--- src/rtl/csmv_fifo.sv ---
// Small synchronous FIFO used for the work queue and the result queue.
// Depends on nothing; depth and word width come from parameters.
`timescale 1ns / 1ps

module csmv_fifo #(
    parameter int WIDTH = 8,
    parameter int DEPTH = 4
) (
    input  logic             clk,
    input  logic             rst_n,
    input  logic             push,
    input  logic [WIDTH-1:0] din,
    output logic             full,
    input  logic             pop,
    output logic [WIDTH-1:0] dout,
    output logic             empty
);

    localparam int PTR_W = $clog2(DEPTH);
    localparam int CNT_W = $clog2(DEPTH + 1);
    localparam logic [PTR_W-1:0] PTR_LAST = PTR_W'(DEPTH - 1);
    localparam logic [CNT_W-1:0] CNT_FULL = CNT_W'(DEPTH);

    logic [WIDTH-1:0] mem_reg [DEPTH];
    logic [PTR_W-1:0] wr_ptr_reg, wr_ptr_next;
    logic [PTR_W-1:0] rd_ptr_reg, rd_ptr_next;
    logic [CNT_W-1:0] count_reg, count_next;
    logic             do_push, do_pop;

    assign full    = (count_reg == CNT_FULL);
    assign empty   = (count_reg == '0);
    assign do_push = push && !full;
    assign do_pop  = pop && !empty;
    assign dout    = mem_reg[rd_ptr_reg];

    always_comb
    begin
        wr_ptr_next = wr_ptr_reg;
        rd_ptr_next = rd_ptr_reg;
        count_next  = count_reg;
        if (do_push)
        begin
            wr_ptr_next = (wr_ptr_reg == PTR_LAST) ? '0 : wr_ptr_reg + 1'b1;
        end
        if (do_pop)
        begin
            rd_ptr_next = (rd_ptr_reg == PTR_LAST) ? '0 : rd_ptr_reg + 1'b1;
        end
        if (do_push && !do_pop)
        begin
            count_next = count_reg + 1'b1;
        end
        else if (do_pop && !do_push)
        begin
            count_next = count_reg - 1'b1;
        end
    end

    always_ff @(posedge clk or negedge rst_n)
    begin
        if (!rst_n)
        begin
            wr_ptr_reg <= '0;
            rd_ptr_reg <= '0;
            count_reg  <= '0;
        end
        else
        begin
            wr_ptr_reg <= wr_ptr_next;
            rd_ptr_reg <= rd_ptr_next;
            count_reg  <= count_next;
        end
    end

    always_ff @(posedge clk)
    begin
        if (do_push)
        begin
            mem_reg[wr_ptr_reg] <= din;
        end
    end

    a_count_bound: assert property (@(posedge clk) disable iff (!rst_n)
        count_reg <= CNT_FULL)
        else $error("FIFO count exceeds its depth.");

    a_push_counts: assert property (@(posedge clk) disable iff (!rst_n)
        do_push && !do_pop |=> count_reg == CNT_W'($past(count_reg) + 1'b1))
        else $error("FIFO count did not rise after a lone push.");

    a_pop_counts: assert property (@(posedge clk) disable iff (!rst_n)
        do_pop && !do_push |=> count_reg == CNT_W'($past(count_reg) - 1'b1))
        else $error("FIFO count did not fall after a lone pop.");

endmodule

--- config.mk ---
export PLATFORM = sky130hd
export DESIGN_NAME = csmv_fifo
export DESIGN_NICKNAME = d
export VERILOG_FILES = /design/src/rtl/csmv_fifo.sv
export SDC_FILE = /design/constraint.sdc
export NUM_CORES = 1
export LEC_CHECK = 0
export BUFFER_PORTS_ARGS = -buffer_cell sky130_fd_sc_hd__buf_2
export CAP_MARGIN = 20
export CORE_MARGIN = 4
export CORE_UTILIZATION = 60
export DETAILED_ROUTE_END_ITERATION = 6
export PLACE_DENSITY = 0.83
export SYNTH_ARGS = -nofsm -noshare
export SYNTH_HDL_FRONTEND = slang
export SYNTH_SLANG_ARGS = --single-unit
export TNS_END_PERCENT = 100
--- constraint.sdc ---
create_clock -name clk -period 3.1 [get_ports clk]
set_input_delay 0.31 -clock clk [delete_from_list [all_inputs] [get_ports clk]]
set_output_delay 0.31 -clock clk [all_outputs]
set_load 0.02 [all_outputs]
==> metrics.md <==
| Metric | Value |
|---|---|
| Min Tclk post-route | `2140 ps` |
| Max cap viols | `0` |
| Grt ovf | `0` |
| Vias in the first global route | `865` |
| Worst skew pair latency | `340 ps` |
| IO buf count | `21` |
| TritonCTS clock tree | `done` |
| Synth Net Count | `98` |
| Worst setup EP type | `output port` |
| Max incr delay on CP | `720 ps` |
| # diodes | `0` |
| Worst-Margin Slew | `580 ps` |
| H-tree depth | `2` |
| DRC | `0` |
| CP required | `2790 ps` |
| Initial DRC count | `16` |
| RSZ-0062 raised after global routing | `no` |
| Clock slew at reported path FFs | `120 ps` |
| Synth area leader | `edfxtp_1` |
| CTS resizes | `0` |
| Critical path fanouts, max | `11` |
| Share of the synthesized area in the top cell type | `59.3%` |
| Fill count | `173` |
| Final setup violation count | `0` |
| Fin. Hold Viols | `0` |
| Power per cell area | `933 nW/um2` |
| First-pass GRT wire length | `4.03 mm` |
| GP Congestion | `0.702` |
| Library cells used by synthesis | `19` |
| Fin util | `71.8%` |
| Post-route design area | `1810 um2` |
| FF+latch count, synth | `39` |
| CP startpoint kind | `register` |
| Rows | `18` |
| Setup CP Type | `register to output port` |
| Core area | `2520 um2` |
| Worst path bufs/invs | `1` |
| Clock Path Buffers | `2` |
| Avg Inst Size Synth | `20.5 um2` |
| Status | `finished clean` |
| Fin crit share | `69.0%` |
| Skew final | `11.4 ps` |
| # clock sinks | `39` |
| Inserted Clock Buffers | `5` |
| ANT nets after route | `0` |
| Drt first pass iters | `4` |
| Slew headroom | `61.4%` |
| Initial Utilization | `64.2%` |
| Placed instance area | `1740 um2` |
| Met1 usage | `19.6%` |
| Initial antenna violation count | `0` |
| Data arrival time of the critical path | `1830 ps` |
| Total negative slack | `0 ps` |
| Fin nets | `124` |
| Post-CTS setup buffers | `0` |
| Pin count of the biggest net entering global routing | `14` |
| Gate count after technology mapping | `79` |
| Met2 Use GR | `27.6%` |
| CP max stage cell | `dfrtp_1` |
| DIE WIDTH | `60.0 um` |
| Vias/cell | `5.71` |
| Peak VDD IR | `0.640 mV` |
| Root Driver | `clkbuf_4` |
| Routed via count | `776` |
| Leakage | `0.685 nW` |
| Mapped cell area | `1620 um2` |
| Final slew viol count | `0` |
| Area growth syn-to-layout | `11.7%` |
| DIE HEIGHT | `60.0 um` |
| WL/cell | `18.0 um` |
| Yosys Warn Count | `0` |
| Synth top area cells | `edfxtp_1 59%, mux4_2 11%, dfrtp_1 11%` |
| CP top delay family | `flip-flops` |
| Fmax | `467 MHz` |
| HP Class | `input pin to register` |
| GRT Total Usage | `16.6%` |
| Routing usage on met3 | `5.83%` |
| Die area | `3600 um2` |
| Share of post-route cells with drive strength above 1 | `46.2%` |
| GRT busiest layer | `met2` |
| Worst path cell trace | `mux4_2 -> buf_2` |
| Routed wire length | `2.45 mm` |
| Io pins | `22` |
| Dpl hpwl | `1.73 mm` |
| Largest register FFs | `32` |
| WHS | `171 ps` |
| Register area share after synthesis | `70.1%` |
## routing by layer
layer	vias up	share of wire (%)
met5	-	0
met4	0	1.8
met3	7	6.0
met2	22	52
met1	390	40
li1	357	-
## power by group
| group | internal (W) | switching [W] |
|---|---|---|
| clock | 0.0000866 | 0.000163 |
| combinational | 0.000308 | 0.000297 |
| sequential | 0.000709 | 0.000126 |
| total | 0.00110 | 0.000587 |
## worst paths after layout
path	slack, ps	endpoint	depth (start not counted)	from
worst min-delay path	170	mem_reg[0][6]	1	din[6]
worst max register to register	1050	count_reg[2]	8	count_reg[2]
min in group asynchronous	320	wr_ptr_reg[1]	2	rst_n
worst min register to register	520	count_reg[2]	1	count_reg[2]
max in group asynchronous	2620	rd_ptr_reg[1]	2	rst_n
worst max-delay path	960	dout[4]	2	rd_ptr_reg[0]
## cells in the mapped netlist (all sizes together)
cell type,count
ha,6
xor2,2
mux2,5
xnor2,1
nand2b,1
fa,1
nor2b,1
inv,3
buf,3
mux4,8
dfrtp,7
nor3b,1
nor3,1
edfxtp,32
nor2,3
and2,4
## stage by stage
stage	setup WS (ps)	power [W]	cells
after global routing	812	0.00181	136
after detailed placement	1060	0.00147	127
final	961	0.00169	136
after global placement	1130	0.00143	127
after CTS	898	0.00172	136
after floorplan	787	0.00129	79
## kinds of logic (layout without fill, tap and decap cells)
logic type	count (synthesis)	in the layout	share of synthesized area, %
flip-flops	39	39	70.1
multiplexers	13	13	15.1
buffers and inverters	6	33	1.93
XOR/XNOR	3	3	1.62
AND/OR/NAND/NOR	11	11	5.41
adder cells (fa/ha/maj)	7	7	5.87
## cell usage in the layout (no fill, tap or decap), types with 2 or more instances in the layout
| cell type | instances |
|---|---|
| clkinvlp_4 | 2 |
| xor2_1 | 2 |
| inv_1 | 3 |
| nor2_1 | 3 |
| mux4_2 | 8 |
| dfrtp_1 | 7 |
| buf_2 | 21 |
| clkbuf_4 | 5 |
| ha_1 | 6 |
| mux2_2 | 3 |
| mux2_4 | 2 |
| edfxtp_1 | 32 |
| and2_2 | 4 |
## final cells by class
class / count / area (um2) / area share, %
Clock buffer: 5 / 37.5 / 2.07
Multi-Input combinational cell: 34 / 453 / 25.0
Sequential cell: 39 / 1140 / 62.8
Timing Repair Buffer: 22 / 115 / 6.36
Tap cell: 30 / 37.5 / 2.07
Inverter: 3 / 11.3 / 0.622
Clock inverter: 3 / 20.0 / 1.11
## what timing repair did
| action | CTS | global route |
|---|---|---|
| hold buffers | 1 | 0 |
| hold endpoints to repair | 7 | 0 |
| endpoints found under the setup margin | 0 | 0 |
(Power assumes the default switching activity.)
