**config.mk**
```make
export PLATFORM = sky130hd
export DESIGN_NAME = csmv_front
export DESIGN_NICKNAME = d
export VERILOG_FILES = /design/src/rtl/csmv_pkg.sv /design/src/rtl/csmv_fifo.sv /design/src/rtl/csmv_front.sv
export SDC_FILE = /design/constraint.sdc
export NUM_CORES = 1
export LEC_CHECK = 0
export ABC_AREA = 1
export BUFFER_PORTS_ARGS = -buffer_cell sky130_fd_sc_hd__buf_2
export CAP_MARGIN = 0
export CORE_MARGIN = 2
export CORE_UTILIZATION = 40
export CTS_BUF_LIST = sky130_fd_sc_hd__clkbuf_8
export CTS_CLUSTER_SIZE = 20
export DETAILED_ROUTE_END_ITERATION = 10
export PLACE_DENSITY_LB_ADDON = 0.12
export RECOVER_POWER = 100
export SLEW_MARGIN = 10
export SYNTH_ARGS = -nofsm -noshare
export SYNTH_HDL_FRONTEND = slang
export SYNTH_SLANG_ARGS = --single-unit
```
**constraint.sdc**
```tcl
create_clock -name clk -period 5.7 [get_ports clk]
set_input_delay 0.57 -clock clk [delete_from_list [all_inputs] [get_ports clk]]
set_output_delay 0.57 -clock clk [all_outputs]
set_load 0.1 [all_outputs]
```
**src/rtl/csmv_pkg.sv**
```systemverilog
// Shared types, constants and helpers for the sparse matrix-vector product block.
// Used by csmv_front, csmv_back and the top module; depends on nothing else.
`timescale 1ns / 1ps

package csmv_pkg;

    localparam int VEC_DEPTH_DEF = 256;
    localparam int FRAC_BITS_DEF = 16;
    localparam int QUEUE_DEPTH   = 4;
    localparam int RESULT_DEPTH  = 4;

    localparam int COL_W      = 8;
    localparam int DATA_W     = 32;
    localparam int ACC_W      = 64;
    localparam int VLEN_W     = 9;
    localparam int APB_ADDR_W = 2;
    localparam int APB_DATA_W = 32;

    localparam logic [VLEN_W-1:0]     VLEN_RESET        = 9'd256;
    localparam logic [APB_ADDR_W-1:0] REG_VECTOR_LENGTH = 2'd0;

    localparam logic signed [ACC_W-1:0]  ACC_MAX = 64'sh7fff_ffff_ffff_ffff;
    localparam logic signed [ACC_W-1:0]  ACC_MIN = 64'sh8000_0000_0000_0000;
    localparam logic signed [DATA_W-1:0] SUM_MAX = 32'sh7fff_ffff;
    localparam logic signed [DATA_W-1:0] SUM_MIN = 32'sh8000_0000;

    localparam logic [1:0] CMD_LOAD    = 2'd0;
    localparam logic [1:0] CMD_NONZERO = 2'd1;
    localparam logic [1:0] CMD_CLOSE   = 2'd2;

    typedef enum logic [1:0] {
        OP_LOAD  = 2'd0,
        OP_MAC   = 2'd1,
        OP_CLOSE = 2'd2
    } op_t;

    typedef struct packed {
        op_t                       op;
        logic [COL_W-1:0]          col;
        logic signed [DATA_W-1:0]  value;
        logic                      row_end;
    } work_t;

    typedef struct packed {
        logic [COL_W-1:0]          row_number;
        logic signed [DATA_W-1:0]  row_sum;
        logic                      last_row;
        logic                      saturated;
    } result_t;

    function automatic int csmv_mem_depth(input int vec_depth);
        return (vec_depth < 256) ? vec_depth : 256;
    endfunction

endpackage

```
**src/rtl/csmv_fifo.sv**
```systemverilog
// Small synchronous FIFO used for the work queue and the result queue.
// Depends on nothing; depth and word width come from parameters.
`timescale 1ns / 1ps

module csmv_fifo #(
    parameter int WIDTH = 8,
    parameter int DEPTH = 4
) (
    input  logic             clk,
    input  logic             rst_n,
    input  logic             push,
    input  logic [WIDTH-1:0] din,
    output logic             full,
    input  logic             pop,
    output logic [WIDTH-1:0] dout,
    output logic             empty
);

    localparam int PTR_W = $clog2(DEPTH);
    localparam int CNT_W = $clog2(DEPTH + 1);
    localparam logic [PTR_W-1:0] PTR_LAST = PTR_W'(DEPTH - 1);
    localparam logic [CNT_W-1:0] CNT_FULL = CNT_W'(DEPTH);

    logic [WIDTH-1:0] mem_reg [DEPTH];
    logic [PTR_W-1:0] wr_ptr_reg, wr_ptr_next;
    logic [PTR_W-1:0] rd_ptr_reg, rd_ptr_next;
    logic [CNT_W-1:0] count_reg, count_next;
    logic             do_push, do_pop;

    assign full    = (count_reg == CNT_FULL);
    assign empty   = (count_reg == '0);
    assign do_push = push && !full;
    assign do_pop  = pop && !empty;
    assign dout    = mem_reg[rd_ptr_reg];

    always_comb
    begin
        wr_ptr_next = wr_ptr_reg;
        rd_ptr_next = rd_ptr_reg;
        count_next  = count_reg;
        if (do_push)
        begin
            wr_ptr_next = (wr_ptr_reg == PTR_LAST) ? '0 : wr_ptr_reg + 1'b1;
        end
        if (do_pop)
        begin
            rd_ptr_next = (rd_ptr_reg == PTR_LAST) ? '0 : rd_ptr_reg + 1'b1;
        end
        if (do_push && !do_pop)
        begin
            count_next = count_reg + 1'b1;
        end
        else if (do_pop && !do_push)
        begin
            count_next = count_reg - 1'b1;
        end
    end

    always_ff @(posedge clk or negedge rst_n)
    begin
        if (!rst_n)
        begin
            wr_ptr_reg <= '0;
            rd_ptr_reg <= '0;
            count_reg  <= '0;
        end
        else
        begin
            wr_ptr_reg <= wr_ptr_next;
            rd_ptr_reg <= rd_ptr_next;
            count_reg  <= count_next;
        end
    end

    always_ff @(posedge clk)
    begin
        if (do_push)
        begin
            mem_reg[wr_ptr_reg] <= din;
        end
    end

    a_count_bound: assert property (@(posedge clk) disable iff (!rst_n)
        count_reg <= CNT_FULL)
        else $error("FIFO count exceeds its depth.");

    a_push_counts: assert property (@(posedge clk) disable iff (!rst_n)
        do_push && !do_pop |=> count_reg == CNT_W'($past(count_reg) + 1'b1))
        else $error("FIFO count did not rise after a lone push.");

    a_pop_counts: assert property (@(posedge clk) disable iff (!rst_n)
        do_pop && !do_push |=> count_reg == CNT_W'($past(count_reg) - 1'b1))
        else $error("FIFO count did not fall after a lone pop.");

endmodule

```
**src/rtl/csmv_front.sv**
```systemverilog
// Front end: configuration register, input word classification and work queue.
// Depends on csmv_pkg and csmv_fifo.
`timescale 1ns / 1ps

module csmv_front
    import csmv_pkg::*;
#(
    parameter int VEC_DEPTH = VEC_DEPTH_DEF
) (
    input  logic                     clk,
    input  logic                     rst_n,
    input  logic                     psel,
    input  logic                     penable,
    input  logic                     pwrite,
    input  logic [APB_ADDR_W-1:0]    paddr,
    input  logic [APB_DATA_W-1:0]    pwdata,
    output logic [APB_DATA_W-1:0]    prdata,
    output logic                     pready,
    input  logic                     push,
    output logic                     full,
    input  logic [1:0]               command,
    input  logic [COL_W-1:0]         column_index,
    input  logic signed [DATA_W-1:0] element_value,
    input  logic                     row_end,
    output logic [VLEN_W-1:0]        n_eff,
    output work_t                    head,
    output logic                     head_empty,
    input  logic                     head_pop
);

    localparam int MEM_DEPTH = csmv_mem_depth(VEC_DEPTH);
    localparam logic [VLEN_W-1:0] N_LIMIT   = VLEN_W'(MEM_DEPTH);
    localparam logic [16:0]       LOAD_LIMIT = 17'(VEC_DEPTH);

    logic [VLEN_W-1:0]         vlen_reg, vlen_next;
    logic                      cfg_write;
    logic                      accept;
    logic                      keep;
    work_t                     item;
    logic [$bits(work_t)-1:0]  head_bits;

    assign pready    = 1'b1;
    assign cfg_write = psel && penable && pwrite && pready && (paddr == REG_VECTOR_LENGTH);
    assign prdata    = (paddr == REG_VECTOR_LENGTH) ?
                       {{(APB_DATA_W - VLEN_W){1'b0}}, vlen_reg} : '0;

    always_comb
    begin
        vlen_next = cfg_write ? pwdata[VLEN_W-1:0] : vlen_reg;
    end

    always_ff @(posedge clk or negedge rst_n)
    begin
        if (!rst_n)
        begin
            vlen_reg <= VLEN_RESET;
        end
        else
        begin
            vlen_reg <= vlen_next;
        end
    end

    always_comb
    begin
        if (vlen_reg == '0)
        begin
            n_eff = VLEN_W'(1);
        end
        else if (vlen_reg > N_LIMIT)
        begin
            n_eff = N_LIMIT;
        end
        else
        begin
            n_eff = vlen_reg;
        end
    end

    // A nonzero outside the active columns adds nothing, so only its row end survives.
    always_comb
    begin
        keep         = 1'b0;
        item.op      = OP_CLOSE;
        item.col     = column_index;
        item.value   = element_value;
        item.row_end = row_end;
        unique case (command)
            CMD_LOAD:
            begin
                item.op = OP_LOAD;
                keep    = ({9'b0, column_index} < LOAD_LIMIT);
            end
            CMD_NONZERO:
            begin
                if ({1'b0, column_index} < n_eff)
                begin
                    item.op = OP_MAC;
                    keep    = 1'b1;
                end
                else
                begin
                    item.op = OP_CLOSE;
                    keep    = row_end;
                end
            end
            CMD_CLOSE:
            begin
                item.op = OP_CLOSE;
                keep    = 1'b1;
            end
            default:
            begin
                keep = 1'b0;
            end
        endcase
    end

    assign accept = push && !full;

    csmv_fifo #(
        .WIDTH ($bits(work_t)),
        .DEPTH (QUEUE_DEPTH)
    ) u_queue (
        .clk   (clk),
        .rst_n (rst_n),
        .push  (accept && keep),
        .din   (item),
        .full  (full),
        .pop   (head_pop),
        .dout  (head_bits),
        .empty (head_empty)
    );

    assign head = work_t'(head_bits);

endmodule

```
==> metrics <==
element type at the critical path start flop; CTS Root Cell clkbuf_8; Max Slew Vio Count 46; Residual DRC 0; layout cell share with drive strength beyond 1 11.5%; Hold Crit Class input port to asynchronous set/reset pin; Initial DRC Count 273; dpl cell area 8430 um2; DP HPWL 9.73 mm; Initial Util 40.8%; top-level I/O count 171; worst reg2reg startpoint vlen_reg[7]; Post-CTS Setup Inserts 0; vias 4855; FP Rows 50; CTS tree built; Longest Clk Path Bufs 2; CTS buffer count 17; Post-synth EDFFs 172; Routed WL 16.4 mm; vias in the first global route 4757; Async SR Flop Fraction 8.51%; Core Area 18800 um2; H-tree depth 4; Die Y-Extent 142 um; Mapped Cells 599; Reg area 5570 um2; Worst-Margin Slew 1.70 ns; CP endpoint head[38]; Synth area leaders edfxtp_1 (67%), nor2_1 (6.2%), o21ai_0 (5.8%); CP startpoint u_queue.rd_ptr_reg[1]; first-pass GRT wire length 25.0 mm; Max-slew headroom -13.3%; maximum fanout along the worst path 45; unrepaired setup endpoints after global routing no; Total Routing Usage GR 16.5%; failing checks capacitance limit, slew limit; ANT cells 0; Tmin final 4.64 ns; top cell type's share of synthesized area 67.4%; Layout Utilization 46.2%; Max-Cap Viols 1; Antenna Violating Nets Remaining 0; port bufs 123; Worst R2R Setup Slack 1.43 ns; f_max 0.216 GHz; Final Hold Viols 0; CP arrival 4.07 ns; Post-Layout Inst Area 8680 um2; Sink Count 188; reg2reg path depth 15; ys flop type edfxtp_1; area delta synth->final 13.3%; Unique masters post-synth 30; status finished, violations left; initial antenna violation count 1; Vias/cell 5.04; total negative slack 0 ns; post-synthesis cell area 7660 um2; Multi-input gate area 1750 um2; Synth Warn # 0; Final period util 81.4%; Req. time, crit path 5.13 ns; nets 815; max FFs per register 172; syn avg cell area 12.8 um2; clk_skew 0.0110 ns; fill cell count 1760; setup violators final 0; Die W 142 um; gpl congestion 0.755; grt ovf 0; Setup crit end kind output port; Clock transition at path regs 0.09 ns; register area share after synthesis 72.7%; WL per Instance 17.0 um; total die area 20300 um2; Crit Reg-Reg Endpoint u_queue.mem_reg[2][11]; largest net degree at the start of global routing 89; # resized after CTS 0; worst-skew pair later-pin latency 0.44 ns; largest area contributor in the netlist edfxtp_1; Hold Buf Count CTS 0; number of synthesized register bits 188; drt first pass iters 5; Setup Crit Path Kind flop to output port
==> cells in the final DEF (no fill, tap or decap) <==
cell type,instances
dfrtp_1,14
mux2_2,1
bufinv_16,3
o21ai_1,1
nand4_1,1
nand3_1,5
nor2_1,124
dfstp_2,1
inv_2,3
o22ai_1,43
conb_1,24
a21oi_2,1
nor3_1,1
nor2_4,4
xnor2_1,1
clkinv_4,2
edfxtp_1,172
nand4_2,1
clkinvlp_4,2
buf_2,36
clkinv_2,5
dfrtp_2,1
clkbuf_8,17
buf_4,6
clkbuf_1,88
o21ai_0,90
fa_1,1
inv_1,30
a21oi_1,18
clkinv_1,2
ha_1,13
nand2_1,16
or2_2,1
xor2_1,1
==> worst min-delay path by stage <==
stage	endpoint	start	cells past startpoint
2_1_floorplan	u_queue.count_reg[0]	rst_n	0
3_3_place_gp	u_queue.count_reg[1]	rst_n	1
3_5_place_dp	u_queue.count_reg[0]	rst_n	1
4_1_cts	u_queue.wr_ptr_reg[0]	rst_n	1
5_1_grt	u_queue.count_reg[0]	rst_n	1
6_report	u_queue.count_reg[0]	rst_n	1
==> cells by family after synthesis <==
logic type,Yosys count,synth area share (%)
buf+inv,86,5.54
compound gates,153,10.7
mux,1,0.147
flops,188,72.7
xor+xnor,2,0.229
fa+ha+maj,14,2.38
simple gates,153,8.18
other cells,2,0.0980
==> per-stage QoR <==
step / hold WS [ns] / worst slack (ns) / std cells
2_1_floorplan: 0.274 / 0.345 / 621
3_3_place_gp: 0.509 / 2.04 / 932
3_5_place_dp: 0.516 / 1.98 / 932
4_1_cts: 0.0120 / 1.76 / 963
5_1_grt: 0.268 / 0.811 / 963
6_report: 0.238 / 1.06 / 963
==> critical path, stage by stage (launching register included) <==
cell	delay [ns]
dfrtp_1	1.05
inv_1	0.96
buf_4	0.42
o21ai_0	0.14
o22ai_1	0.15
clkbuf_1	0.89
==> synthesized netlist by cell type, types with 4 or more instances <==
| master | instances |
|---|---|
| ha_1 | 13 |
| clkbuf_1 | 22 |
| buf_4 | 25 |
| dfrtp_1 | 15 |
| inv_1 | 30 |
| edfxtp_1 | 172 |
| buf_2 | 6 |
| a21oi_1 | 18 |
| nand3_1 | 4 |
| o21ai_0 | 89 |
| nand2_1 | 14 |
| o22ai_1 | 43 |
| nor2_1 | 127 |
==> cell type report <==
type,instances,share of cell area [%]
clock buffer,17,2.70
clock inverter,14,1.79
inverter,33,1.43
multi-input combinational,347,20.2
sequential,188,64.1
tap,234,3.37
timing repair buffer,130,6.40
==> per-layer routing <==
layer,wire length (um),share of wire [%],up-vias,global-route usage (%)
li1,-,-,2332,-
met1,7360,45,2383,21.3
met2,7980,49,129,27.4
met3,950,5.8,9,4.91
met4,107,0.65,2,4.33
met5,11,0.067,-,0
Power is not shown: default switching activity piles up to over one toggle a cycle in this logic, so the estimate is an artifact.
